--- src/hw/rtl/sat_pkg.sv ---
// ----------------------------------------------------------------------------
// sat_pkg: section address translator shared types
// Request codes, section descriptor layout and the record types passed
// between the table, the compare unit and the sequencer.
// ----------------------------------------------------------------------------
package sat_pkg;

  localparam int MAX_SECTIONS_DEFAULT = 16;

  localparam int OP_W       = 2;
  localparam int ENTRY_IDX_W = 4;
  localparam int ADDR_W     = 32;
  localparam int COUNT_W    = 5;
  localparam int IN_DATA_W  = 168;
  localparam int OUT_DATA_W = 40;

  localparam logic [OP_W-1:0] OP_WRITE      = 2'd0;
  localparam logic [OP_W-1:0] OP_VIRT_QUERY = 2'd1;
  localparam logic [OP_W-1:0] OP_FILE_QUERY = 2'd2;

  typedef struct packed {
    logic [ADDR_W-1:0] file_len;
    logic [ADDR_W-1:0] raw_start;
    logic [ADDR_W-1:0] mem_len;
    logic [ADDR_W-1:0] virtual_start;
  } entry_t;

  typedef struct packed {
    logic                   en;
    logic [ENTRY_IDX_W-1:0] index;
    entry_t                 data;
  } table_wr_t;

  typedef struct packed {
    logic              raw_match;
    logic              span_match;
    logic [ADDR_W-1:0] addr;
  } match_t;

  typedef struct packed {
    logic [ENTRY_IDX_W-1:0] section_index;
    logic                   section_hit;
    logic [ADDR_W-1:0]      translated_address;
    logic                   raw_hit;
  } result_t;

endpackage

--- src/hw/rtl/section_address_translator.sv ---
// ----------------------------------------------------------------------------
// section_address_translator: base-and-limit section address translation
// A query reads the first n entries (n = section_count capped at MAX_SECTIONS),
// one descriptor read and compared a cycle, then registers its result; a write
// request goes straight to the result register. A new request is taken only
// once the last result is loaded for the output; a result stalled on m_tready
// holds the next result back.
// Reset: synchronous; clears the section count to zero and the output valid;
// table contents are undefined until written.
// ----------------------------------------------------------------------------
module section_address_translator #(
  parameter int MAX_SECTIONS = sat_pkg::MAX_SECTIONS_DEFAULT
) (
  input  logic                               clk,
  input  logic                               rst,
  input  logic                               cfg_wr_en,
  input  logic [sat_pkg::COUNT_W-1:0]        cfg_wr_data,
  input  logic                               s_tvalid,
  output logic                               s_tready,
  // entry_index, entry virtual start, entry virtual length, entry raw start,
  // entry raw length, query_address, zero pad
  input  logic [sat_pkg::IN_DATA_W-1:0]      s_tdata,
  // op
  input  logic [sat_pkg::OP_W-1:0]           s_tuser,
  output logic                               m_tvalid,
  input  logic                               m_tready,
  // raw_hit, translated_address, section_hit, section_index, zero pad
  output logic [sat_pkg::OUT_DATA_W-1:0]     m_tdata
);

  localparam int IDX_W = (MAX_SECTIONS > 1) ? $clog2(MAX_SECTIONS) : 1;

  sat_pkg::table_wr_t         wr;
  sat_pkg::entry_t            rd_data;
  sat_pkg::match_t            match;
  sat_pkg::result_t           result;
  logic                       rd_en;
  logic [IDX_W-1:0]           rd_addr;
  logic [sat_pkg::OP_W-1:0]   op;
  logic [sat_pkg::ADDR_W-1:0] query;

  assign wr.en                 = s_tvalid && s_tready && (s_tuser == sat_pkg::OP_WRITE);
  assign wr.index              = s_tdata[3:0];
  assign wr.data.virtual_start = s_tdata[35:4];
  assign wr.data.mem_len       = s_tdata[67:36];
  assign wr.data.raw_start     = s_tdata[99:68];
  assign wr.data.file_len      = s_tdata[131:100];

  sat_table #(
    .MAX_SECTIONS(MAX_SECTIONS)
  ) u_table (
    .clk    (clk),
    .wr     (wr),
    .rd_en  (rd_en),
    .rd_addr(rd_addr),
    .rd_data(rd_data)
  );

  sat_unit u_unit (
    .op   (op),
    .query(query),
    .entry(rd_data),
    .match(match)
  );

  sat_ctrl #(
    .MAX_SECTIONS(MAX_SECTIONS)
  ) u_ctrl (
    .clk        (clk),
    .rst        (rst),
    .cfg_wr_en  (cfg_wr_en),
    .cfg_wr_data(cfg_wr_data),
    .s_tvalid   (s_tvalid),
    .s_tready   (s_tready),
    .in_op      (s_tuser),
    .in_query   (s_tdata[163:132]),
    .m_tvalid   (m_tvalid),
    .m_tready   (m_tready),
    .result     (result),
    .rd_en      (rd_en),
    .rd_addr    (rd_addr),
    .op         (op),
    .query      (query),
    .match      (match)
  );

  assign m_tdata = {2'b00, result};

endmodule

--- src/hw/rtl/sat_table.sv ---
// ----------------------------------------------------------------------------
// sat_table: section descriptor store
// One write port and one registered read port over the descriptor memory.
// ----------------------------------------------------------------------------
module sat_table #(
  parameter int MAX_SECTIONS = sat_pkg::MAX_SECTIONS_DEFAULT
) (
  input  logic                clk,
  input  sat_pkg::table_wr_t  wr,
  input  logic                rd_en,
  input  logic [((MAX_SECTIONS > 1) ? $clog2(MAX_SECTIONS) : 1)-1:0] rd_addr,
  output sat_pkg::entry_t     rd_data
);

  localparam int IDX_W = (MAX_SECTIONS > 1) ? $clog2(MAX_SECTIONS) : 1;

  sat_pkg::entry_t mem [MAX_SECTIONS];
  logic            wr_ok;

  assign wr_ok = wr.en && ({28'd0, wr.index} < 32'(MAX_SECTIONS));

  always_ff @(posedge clk) begin
    if (wr_ok) begin
      mem[IDX_W'(wr.index)] <= wr.data;
    end
  end

  always_ff @(posedge clk) begin
    if (rd_en) begin
      rd_data <= mem[rd_addr];
    end
  end

endmodule

--- src/hw/rtl/sat_unit.sv ---
// ----------------------------------------------------------------------------
// sat_unit: shared window compare and translate unit
// Checks one descriptor against the query at 33 bits and forms the
// translated address for that descriptor.
// ----------------------------------------------------------------------------
module sat_unit (
  input  logic [sat_pkg::OP_W-1:0]   op,
  input  logic [sat_pkg::ADDR_W-1:0] query,
  input  sat_pkg::entry_t            entry,
  output sat_pkg::match_t            match
);

  logic                        virt;
  logic [sat_pkg::ADDR_W-1:0]  base;
  logic [sat_pkg::ADDR_W-1:0]  other;
  logic [sat_pkg::ADDR_W-1:0]  span_size;
  logic [sat_pkg::ADDR_W:0]    raw_end;
  logic [sat_pkg::ADDR_W:0]    span_end;
  logic                        above_base;

  assign virt  = (op == sat_pkg::OP_VIRT_QUERY);
  assign base  = virt ? entry.virtual_start : entry.raw_start;
  assign other = virt ? entry.raw_start : entry.virtual_start;

  always_comb begin
    span_size = entry.file_len;
    if (virt && (entry.mem_len > entry.file_len)) begin
      span_size = entry.mem_len;
    end
  end

  assign raw_end    = {1'b0, base} + {1'b0, entry.file_len};
  assign span_end   = {1'b0, base} + {1'b0, span_size};
  assign above_base = (query >= base);

  assign match.raw_match  = above_base && ({1'b0, query} < raw_end);
  assign match.span_match = above_base && ({1'b0, query} < span_end);
  assign match.addr       = query - base + other;

endmodule

--- src/hw/rtl/sat_ctrl.sv ---
// ----------------------------------------------------------------------------
// sat_ctrl: lookup sequencer
// Takes requests, walks the table one entry a cycle through the shared
// unit, keeps the first matches and holds the result for the output.
// ----------------------------------------------------------------------------
module sat_ctrl #(
  parameter int MAX_SECTIONS = sat_pkg::MAX_SECTIONS_DEFAULT
) (
  input  logic                             clk,
  input  logic                             rst,
  input  logic                             cfg_wr_en,
  input  logic [sat_pkg::COUNT_W-1:0]      cfg_wr_data,
  input  logic                             s_tvalid,
  output logic                             s_tready,
  input  logic [sat_pkg::OP_W-1:0]         in_op,
  input  logic [sat_pkg::ADDR_W-1:0]       in_query,
  output logic                             m_tvalid,
  input  logic                             m_tready,
  output sat_pkg::result_t                 result,
  output logic                             rd_en,
  output logic [((MAX_SECTIONS > 1) ? $clog2(MAX_SECTIONS) : 1)-1:0] rd_addr,
  output logic [sat_pkg::OP_W-1:0]         op,
  output logic [sat_pkg::ADDR_W-1:0]       query,
  input  sat_pkg::match_t                  match
);

  localparam int IDX_W = (MAX_SECTIONS > 1) ? $clog2(MAX_SECTIONS) : 1;
  localparam int CNT_W = $clog2(MAX_SECTIONS + 1);

  typedef enum logic [2:0] {
    ST_IDLE = 3'b001,
    ST_SCAN = 3'b010,
    ST_DONE = 3'b100
  } state_t;

  state_t                     state;
  logic [sat_pkg::COUNT_W-1:0] section_count;
  logic [CNT_W-1:0]           searched;
  logic [CNT_W-1:0]           count;
  logic [CNT_W-1:0]           ptr;
  logic                       eval_valid;
  logic [IDX_W-1:0]           eval_idx;
  logic                       raw_hit;
  logic                       sec_hit;
  logic [sat_pkg::ADDR_W-1:0] addr;
  logic [IDX_W-1:0]           idx;
  logic                       is_query;
  logic                       load;

  assign searched = ({27'd0, section_count} > 32'(MAX_SECTIONS)) ?
                    CNT_W'(MAX_SECTIONS) : CNT_W'(section_count);
  assign is_query = (in_op == sat_pkg::OP_VIRT_QUERY) ||
                    (in_op == sat_pkg::OP_FILE_QUERY);

  assign s_tready = (state == ST_IDLE);
  assign rd_en    = (state == ST_SCAN) && (ptr < count);
  assign rd_addr  = ptr[IDX_W-1:0];
  assign load     = (state == ST_DONE) && (!m_tvalid || m_tready);

  always_ff @(posedge clk) begin
    if (rst) begin
      state         <= ST_IDLE;
      m_tvalid      <= 1'b0;
      eval_valid    <= 1'b0;
      section_count <= '0;
    end else begin
      if (cfg_wr_en) begin
        section_count <= cfg_wr_data;
      end
      if (load) begin
        m_tvalid <= 1'b1;
      end else if (m_tvalid && m_tready) begin
        m_tvalid <= 1'b0;
      end
      case (state)
        ST_IDLE: begin
          if (s_tvalid) begin
            op         <= in_op;
            query      <= in_query;
            ptr        <= '0;
            eval_valid <= 1'b0;
            raw_hit    <= 1'b0;
            sec_hit    <= 1'b0;
            addr       <= '0;
            idx        <= '0;
            count      <= is_query ? searched : '0;
            state      <= is_query ? ST_SCAN : ST_DONE;
          end
        end
        ST_SCAN: begin
          eval_valid <= rd_en;
          eval_idx   <= ptr[IDX_W-1:0];
          if (rd_en) begin
            ptr <= ptr + 1'b1;
          end
          if (eval_valid) begin
            if (match.raw_match && !raw_hit) begin
              raw_hit <= 1'b1;
              addr    <= match.addr;
            end
            if (match.span_match && !sec_hit) begin
              sec_hit <= 1'b1;
              idx     <= eval_idx;
            end
          end
          if (!rd_en && !eval_valid) begin
            state <= ST_DONE;
          end
        end
        ST_DONE: begin
          if (load) begin
            result.raw_hit            <= raw_hit;
            result.translated_address <= addr;
            result.section_hit        <= sec_hit;
            result.section_index      <= sat_pkg::ENTRY_IDX_W'(idx);
            state                     <= ST_IDLE;
          end
        end
        default: begin
          state <= ST_IDLE;
        end
      endcase
    end
  end

endmodule

--- config.mk ---
export PLATFORM = sky130hd
export DESIGN_NAME = section_address_translator
export DESIGN_NICKNAME = d
export VERILOG_FILES = /design/src/hw/rtl/sat_pkg.sv /design/src/hw/rtl/section_address_translator.sv /design/src/hw/rtl/sat_table.sv /design/src/hw/rtl/sat_unit.sv /design/src/hw/rtl/sat_ctrl.sv
export SDC_FILE = /design/constraint.sdc
export NUM_CORES = 2
export LEC_CHECK = 0
export BUFFER_PORTS_ARGS = -buffer_cell sky130_fd_sc_hd__buf_4
export CORE_MARGIN = 2
export CORE_UTILIZATION = 45
export CTS_BUF_LIST = sky130_fd_sc_hd__clkbuf_16
export DETAILED_ROUTE_END_ITERATION = 10
export PLACE_DENSITY = 0.61
export REMOVE_ABC_BUFFERS = 1
export SYNTH_ARGS = -nofsm -noshare
export SYNTH_HDL_FRONTEND = slang
export SYNTH_SLANG_ARGS = --single-unit
--- constraint.sdc ---
create_clock -name clk -period 21 [get_ports clk]
set_clock_uncertainty 0.2 [all_clocks]
set_input_delay 1.05 -clock clk [delete_from_list [all_inputs] [get_ports clk]]
set_output_delay 1.05 -clock clk [all_outputs]
set_load 0.01 [all_outputs]
=== Yosys cells after proc, flatten, opt, wreduce, memory -nomap -nowiden ===
Memory sizes are Yosys's and may differ from the RTL's. A register that Yosys moved wholly into a read port is not among the register bits.
Index checks and enable logic that the tools add are counted.

* Register bits: 134
* RAM bits: 2,048
* Input bits: 180
* Output and inout bits: 42
* Memories kept: 1

* Add/sub/neg operators: 5
* $lt $le $gt $ge: 6
* Equality and inequality tests: 13
* Mux-type cells: 32
* Bitwise logic cells: 2
* Reductions and logical operators: 30

{| class="wikitable"
|+ Memory list
! name !! depth !! bits a word !! read ports !! clocked after memory_dff !! wr ports !! line !! source
|-
| u_table.mem || 16 || 128 || 1 || 1 || 1 || sat_table.sv:17 || <nowiki>sat_pkg::entry_t mem [MAX_SECTIONS];</nowiki>
|}

{| class="wikitable"
|+ Operators with widths
! kind !! count
|-
| $mux W32 || 6
|-
| $add A32 B32 Y33 || 2
|-
| $lt A32 B33 Y1 || 2
|-
| $pmux W32 S2 || 1
|-
| $add A32 B32 Y32 || 1
|-
| $ge A32 B32 Y1 || 1
|-
| $gt A32 B32 Y1 || 1
|-
| $sub A32 B32 Y32 || 1
|-
| $mux W5 || 3
|-
| $mux W3 || 4
|-
| $mux W4 || 3
|-
| $logic_and A1 B1 Y1 || 11
|-
| $pmux W5 S2 || 1
|-
| $reduce_and A5 Y1 || 2
|-
| $mux W1 || 9
|-
| $pmux W3 S3 || 1
|-
| $reduce_and A3 Y1 || 3
|-
| $ne A2 B2 Y1 const B || 4
|-
| $pmux W4 S2 || 1
|-
| $ne A2 B1 Y1 const B || 3
|-
| $pmux W1 S2 || 3
|-
| $add A5 B1 Y5 const B || 1
|-
| $gt A5 B5 Y1 const B || 1
|-
| $logic_not A1 Y1 || 5
|-
| 13 further kinds || 18
|}

=== Depth between registers and ports, before layout ===
* Word-level depth: 10
* Depth in mapped cells: 38

=== Hierarchy ===
From an unflattened synthesis, not the netlist that was laid out.

* Cell total of the unflattened synthesis: 5,097
* Area, all modules: 95,592.9 sq um

{| class="wikitable"
|+ Modules (own cells, without submodules)
! module !! instances !! cells an instance !! area each (sq um) !! seq. area each (sq um)
|-
| sat_table || 1 || 3,365 || 80,612.3 || 65,342.7
|-
| sat_unit || 1 || 1,472 || 10,234.8 || 0.0
|-
| sat_ctrl || 1 || 256 || 4,714.5 || 3,923.8
|-
| section_address_translator || 1 || 4 || 31.3 || 0.0
|}

=== Worst setup path before layout ===
Ideal clock, no wire load.

* Kind: input -> register
* Start point: input port s_tuser[0] in the netlist's numbering
* End point: memory u_table.mem[0][0] in the netlist's numbering (enable)
* Library setup time: 774 ps
* Data arrival time: 10,327 ps
* Path slack: 9,699 ps
* Stages on the path: 5
* Path through: inv_1 > ha_1 > nand2_1 > or3_1 > nor3_1

* Word-level cells in the longest chain between the ends: 4

{| class="wikitable"
|+ Ends and longest elaborated chain
! item !! line !! source
|-
| start: declaration || section_address_translator.sv:24 || <nowiki>input logic [sat_pkg::OP_W-1:0] s_tuser,</nowiki>
|-
| $logic_not A2 Y1 || section_address_translator.sv:42 || <nowiki>assign wr.en = s_tvalid && s_tready && (s_tuser == sat_pkg::OP_WRITE);</nowiki>
|-
| $logic_and A1 B1 Y1 || section_address_translator.sv:42 ||
|-
| $mux W1 || sat_table.sv:23 || <nowiki>if (wr_ok) begin</nowiki>
|-
| $mux W1 (not written as such) || sat_table.sv:24 || <nowiki>mem[IDX_W'(wr.index)] <= wr.data;</nowiki>
|-
| end: declaration || sat_table.sv:17 ||
|}

No other way between the ends.

=== Worst setup path in the final report ===
* Start point: register, netlist name u_table.rd_data[113]
* End point: register u_ctrl.sec_hit (enable)

* Word-level cells in the longest chain between the ends: 9

{| class="wikitable"
|+ Ends and longest elaborated chain
! item !! line !! source
|-
| $gt A32 B32 Y1 || sat_unit.sv:27 || <nowiki>if (virt && (entry.mem_len > entry.file_len)) begin</nowiki>
|-
| $logic_and A1 B1 Y1 || sat_unit.sv:27 ||
|-
| $mux W32 (*) || sat_unit.sv:27 ||
|-
| $add A32 B32 Y33 (*) || sat_unit.sv:33 || <nowiki>assign span_end = {1'b0, base} + {1'b0, span_size};</nowiki>
|-
| $lt A32 B33 Y1 (*) || sat_unit.sv:37 || <nowiki>assign match.span_match = above_base && ({1'b0, query} < span_end);</nowiki>
|-
| $logic_and A1 B1 Y1 (*) || sat_unit.sv:37 ||
|-
| $logic_and A1 B1 Y1 (*) || sat_ctrl.sv:101 || <nowiki>if (match.span_match && !sec_hit) begin</nowiki>
|-
| $ne A2 B2 Y1 (no source line) (*) || - ||
|-
| $reduce_and A5 Y1 (no source line) (*) || - ||
|-
| end signal: assignment || sat_ctrl.sv:83 || <nowiki>sec_hit <= 1'b0;</nowiki>
|-
| end signal: assignment || sat_ctrl.sv:102 || <nowiki>sec_hit <= 1'b1;</nowiki>
|-
| end: declaration || sat_ctrl.sv:44 || <nowiki>logic sec_hit;</nowiki>
|}

Every way passes the cells marked *; elsewhere a longest branch is shown, timed or not.
A chain may end at the register's enable or synchronous reset.

==> impl_metrics.ini <==
[synth]
ys_top_cells_by_area = edfxtp_1, mux4_2, ha_1
yosys-top-cells-count = edfxtp_1, mux4_2, ha_1
syn_area_per_cell_um2 = 20.6
ys.flop_type = edfxtp_1
yosysWarnings = 0
synth_edf_count = 2300
synth_cells = 4581
async_flop_share_pct = 0
synth.distinct_cells = 69
synth_area_um2 = 94500
yosysMostFrequentCell = edfxtp_1
synth_seq_cells = 2310
synth_top_area_share_pct = 73.1
yosysTopAreaCell = edfxtp_1
yosysSeqAreaShare_pct = 73.3

[routing]
finalWirelength_mm = 229
drt_iter0_markers = 4028
ant_nets = 0
routedWlPerCell_um = 28.9
dr_total_vias = 45900
firstDrtPassIters = 5
post-route-drc-count = 0
avgViaCountPerCell = 5.79

[placed_design]
placed_cell_area_um2 = 99900
dp_hpwl_mm = 127
gp_congestion = 0.916
io_buffers = 215
dp_slack_ps = 12040

[clock_network]
clock_path_buffers = 3
ctsHoldBuffers = 0
clkTransAtPathRegs_ps = 70
cts_buffers = 225
post_cts_resized = 0
clk_root_buffer_cell = clkbuf_16
htree_levels = 4
clk_latency_ps = 860
post_cts_buffers = 0
clock_sink_count = 2310
cts_tree = yes

[timing]
final-hold-violation-count = 0
fmax_mhz = 112
max_slew.worst_pin.slew_ps = 1090
layout_setup_ws_ps = 12110
slew_violations = 0
relSlewSlack_pct = 27.1
rsz0062_at_grt = false
setup_viol = 0
fin_crit_sh_pct = 42.3
period_minus_slack_ps = 8890

[run]
maxCapViolCount = 0

[critical_path]
path_class = reg -> reg
r2r-start = u_table.rd_data[113]
endpoint_kind = flop
slowest_delay_ps = 870
path_delay_family = compound AO/OA/AOI/OAI gates
critPathLaunchType = flop
cp.arrival_ps = 9250
worstPathMaxFanout = 33
worst_ep_required_time_ps = 21360
cp_slowest_cell = o21a_2
crit_buf_inv = 1
cpMostUsedCell = a21oi_1
regToRegSetupSlack_ps = 12110
r2r_cells = 31
r2r_end = u_ctrl.sec_hit

[global_routing]
grt_use_total_pct = 21.5
antenna_found_initial = 33
first_global_vias = 46700
grt_pass1_wl_mm = 329
grt_max_degree = 122
grt-ovfl-total = 0

[floorplan]
die_w_um = 462
dieArea_um2 = 214000
core.rowCount = 168
start_util_pct = 45.2
core-area_um2 = 209000
io_pins = 222
die_h_um = 462

[worst_hold_path]
hold_end = u_ctrl.query[27]
min_path_cells = 1
min-delay-start = s_tdata[159]
hp-class = in -> reg

[finish]
final_nets = 5361
utilization_pct = 51.2
syn2layout_area_growth_pct = 13.4
drive_above_1_share_pct = 25.4
finalInstanceArea_um2 = 107000

[outcome]
outcome = completed

[power_and_ir_drop]
powerDensity_nw_per_um2 = 89.5
peakVddDrop_v = 0.0000698
p_leak_nw = 35.4
-- cell usage in the layout, fill, tap and decap left out, types with 32 or more instances in the layout --
cell type / Yosys / final
nor2_1: 150 / 137
xnor2_1: 80 / 80
a21o_1: 69 / 69
a21oi_1: 116 / 116
mux4_2: 626 / 626
xor2_1: 36 / 36
mux2_2: 32 / 32
clkbuf_16: 0 / 225
inv_1: 106 / 159
edfxtp_1: 2300 / 2300
ha_1: 258 / 258
nand2_1: 184 / 184
nor2b_1: 38 / 37
o21ai_0: 55 / 55
clkinv_1: 0 / 58
buf_4: 3 / 270
-- worst max-delay path by stage --
| stage | cells after the start | start | slack, ps | endpoint |
|---|---|---|---|---|
| after floorplan | 0 | u_ctrl.ptr[0] | -1430 | u_ctrl.eval_idx[0] |
| after global placement | 31 | u_table.rd_data[113] | 12020 | u_ctrl.idx[0] |
| after detailed placement | 31 | u_table.rd_data[113] | 12040 | u_ctrl.idx[1] |
| after CTS | 31 | u_table.rd_data[113] | 11990 | u_ctrl.sec_hit |
| after global routing | 33 | u_table.rd_data[113] | 11640 | u_ctrl.idx[1] |
| final | 31 | u_table.rd_data[113] | 12110 | u_ctrl.sec_hit |
-- cell families (layout without fill, tap and decap cells) --
logic type	count (synthesis)	in the layout	share of synthesized area, %
flops	2310	2310	73.3
simple gates	519	519	2.54
xor+xnor	116	116	1.07
fa+ha+maj	261	261	3.48
compound gates	412	412	2.95
mux	679	679	15.5
buf+inv	283	807	1.14
other cells	1	10	0.00397
-- state kept, by name (all words and copies together), names as in the netlist --
| signal | cells |
|---|---|
| u_table.mem | 2048 |
| u_table.rd_data | 128 |
| u_ctrl.result | 38 |
| u_ctrl.addr | 32 |
| u_ctrl.query | 32 |
| u_ctrl.count | 5 |
| u_ctrl.ptr | 5 |
| u_ctrl.section_count | 5 |
| u_ctrl.eval_idx | 4 |
| u_ctrl.idx | 4 |
| u_ctrl.state | 3 |
| u_ctrl.op | 2 |
| u_ctrl.eval_valid | 1 |
| u_ctrl.m_tvalid | 1 |
| u_ctrl.raw_hit | 1 |
| u_ctrl.sec_hit | 1 |
-- where the power goes --
part | internal (mW) | leakage (nW) | switching (mW)
Clock | 2.21 | 3.71 | 1.73
Sequential | 5.10 | 20.8 | 0.0167
Combinational | 0.223 | 10.9 | 0.306
Total | 7.54 | 35.4 | 2.05
-- routing by layer --
layer	global-route usage, %	up-vias	part of all wire [%]
li1	-	19700	-
met1	29.1	24600	42
met2	36.5	1230	51
met3	3.14	315	4.9
met4	6.19	30	2.6
met5	0	-	0.083
-- metrics by stage --
stage / power [mW] / cells / hold WS [ps] / setup TNS, ps
6_report: 9.59 / 7919 / 175 / 0
3_3_place_gp: 5.74 / 7498 / 205 / 0
4_1_cts: 9.67 / 7911 / 111 / 0
5_1_grt: 9.88 / 7913 / 131 / 0
2_1_floorplan: 5.69 / 4406 / 200 / -210600
3_5_place_dp: 5.75 / 7498 / 205 / 0
-- layout make-up --
cell class / instances / area (um2)
fill: 16500 / 102000
sequential: 2310 / 69300
multi-input combinational: 1989 / 24300
clock buffer: 225 / 5630
tap: 2805 / 3510
timing repair buffer: 287 / 2370
clock inverter: 188 / 1640
inverter: 107 / 407
antenna: 8 / 20.0
-- worst register-to-register path, delay by kind of cell, from the launching register on --
| family | cells | cell delay, ps |
|---|---|---|
| muxes | 1 | 450 |
| xor gates and xnor gates | 1 | 130 |
| DFF | 1 | 390 |
| AOI/OAI and AO/OA | 22 | 6060 |
| adders and majority gates | 3 | 840 |
| buffers and inverters | 1 | 60 |
| and+or+nand+nor | 3 | 430 |
(Power assumes the default switching activity.)
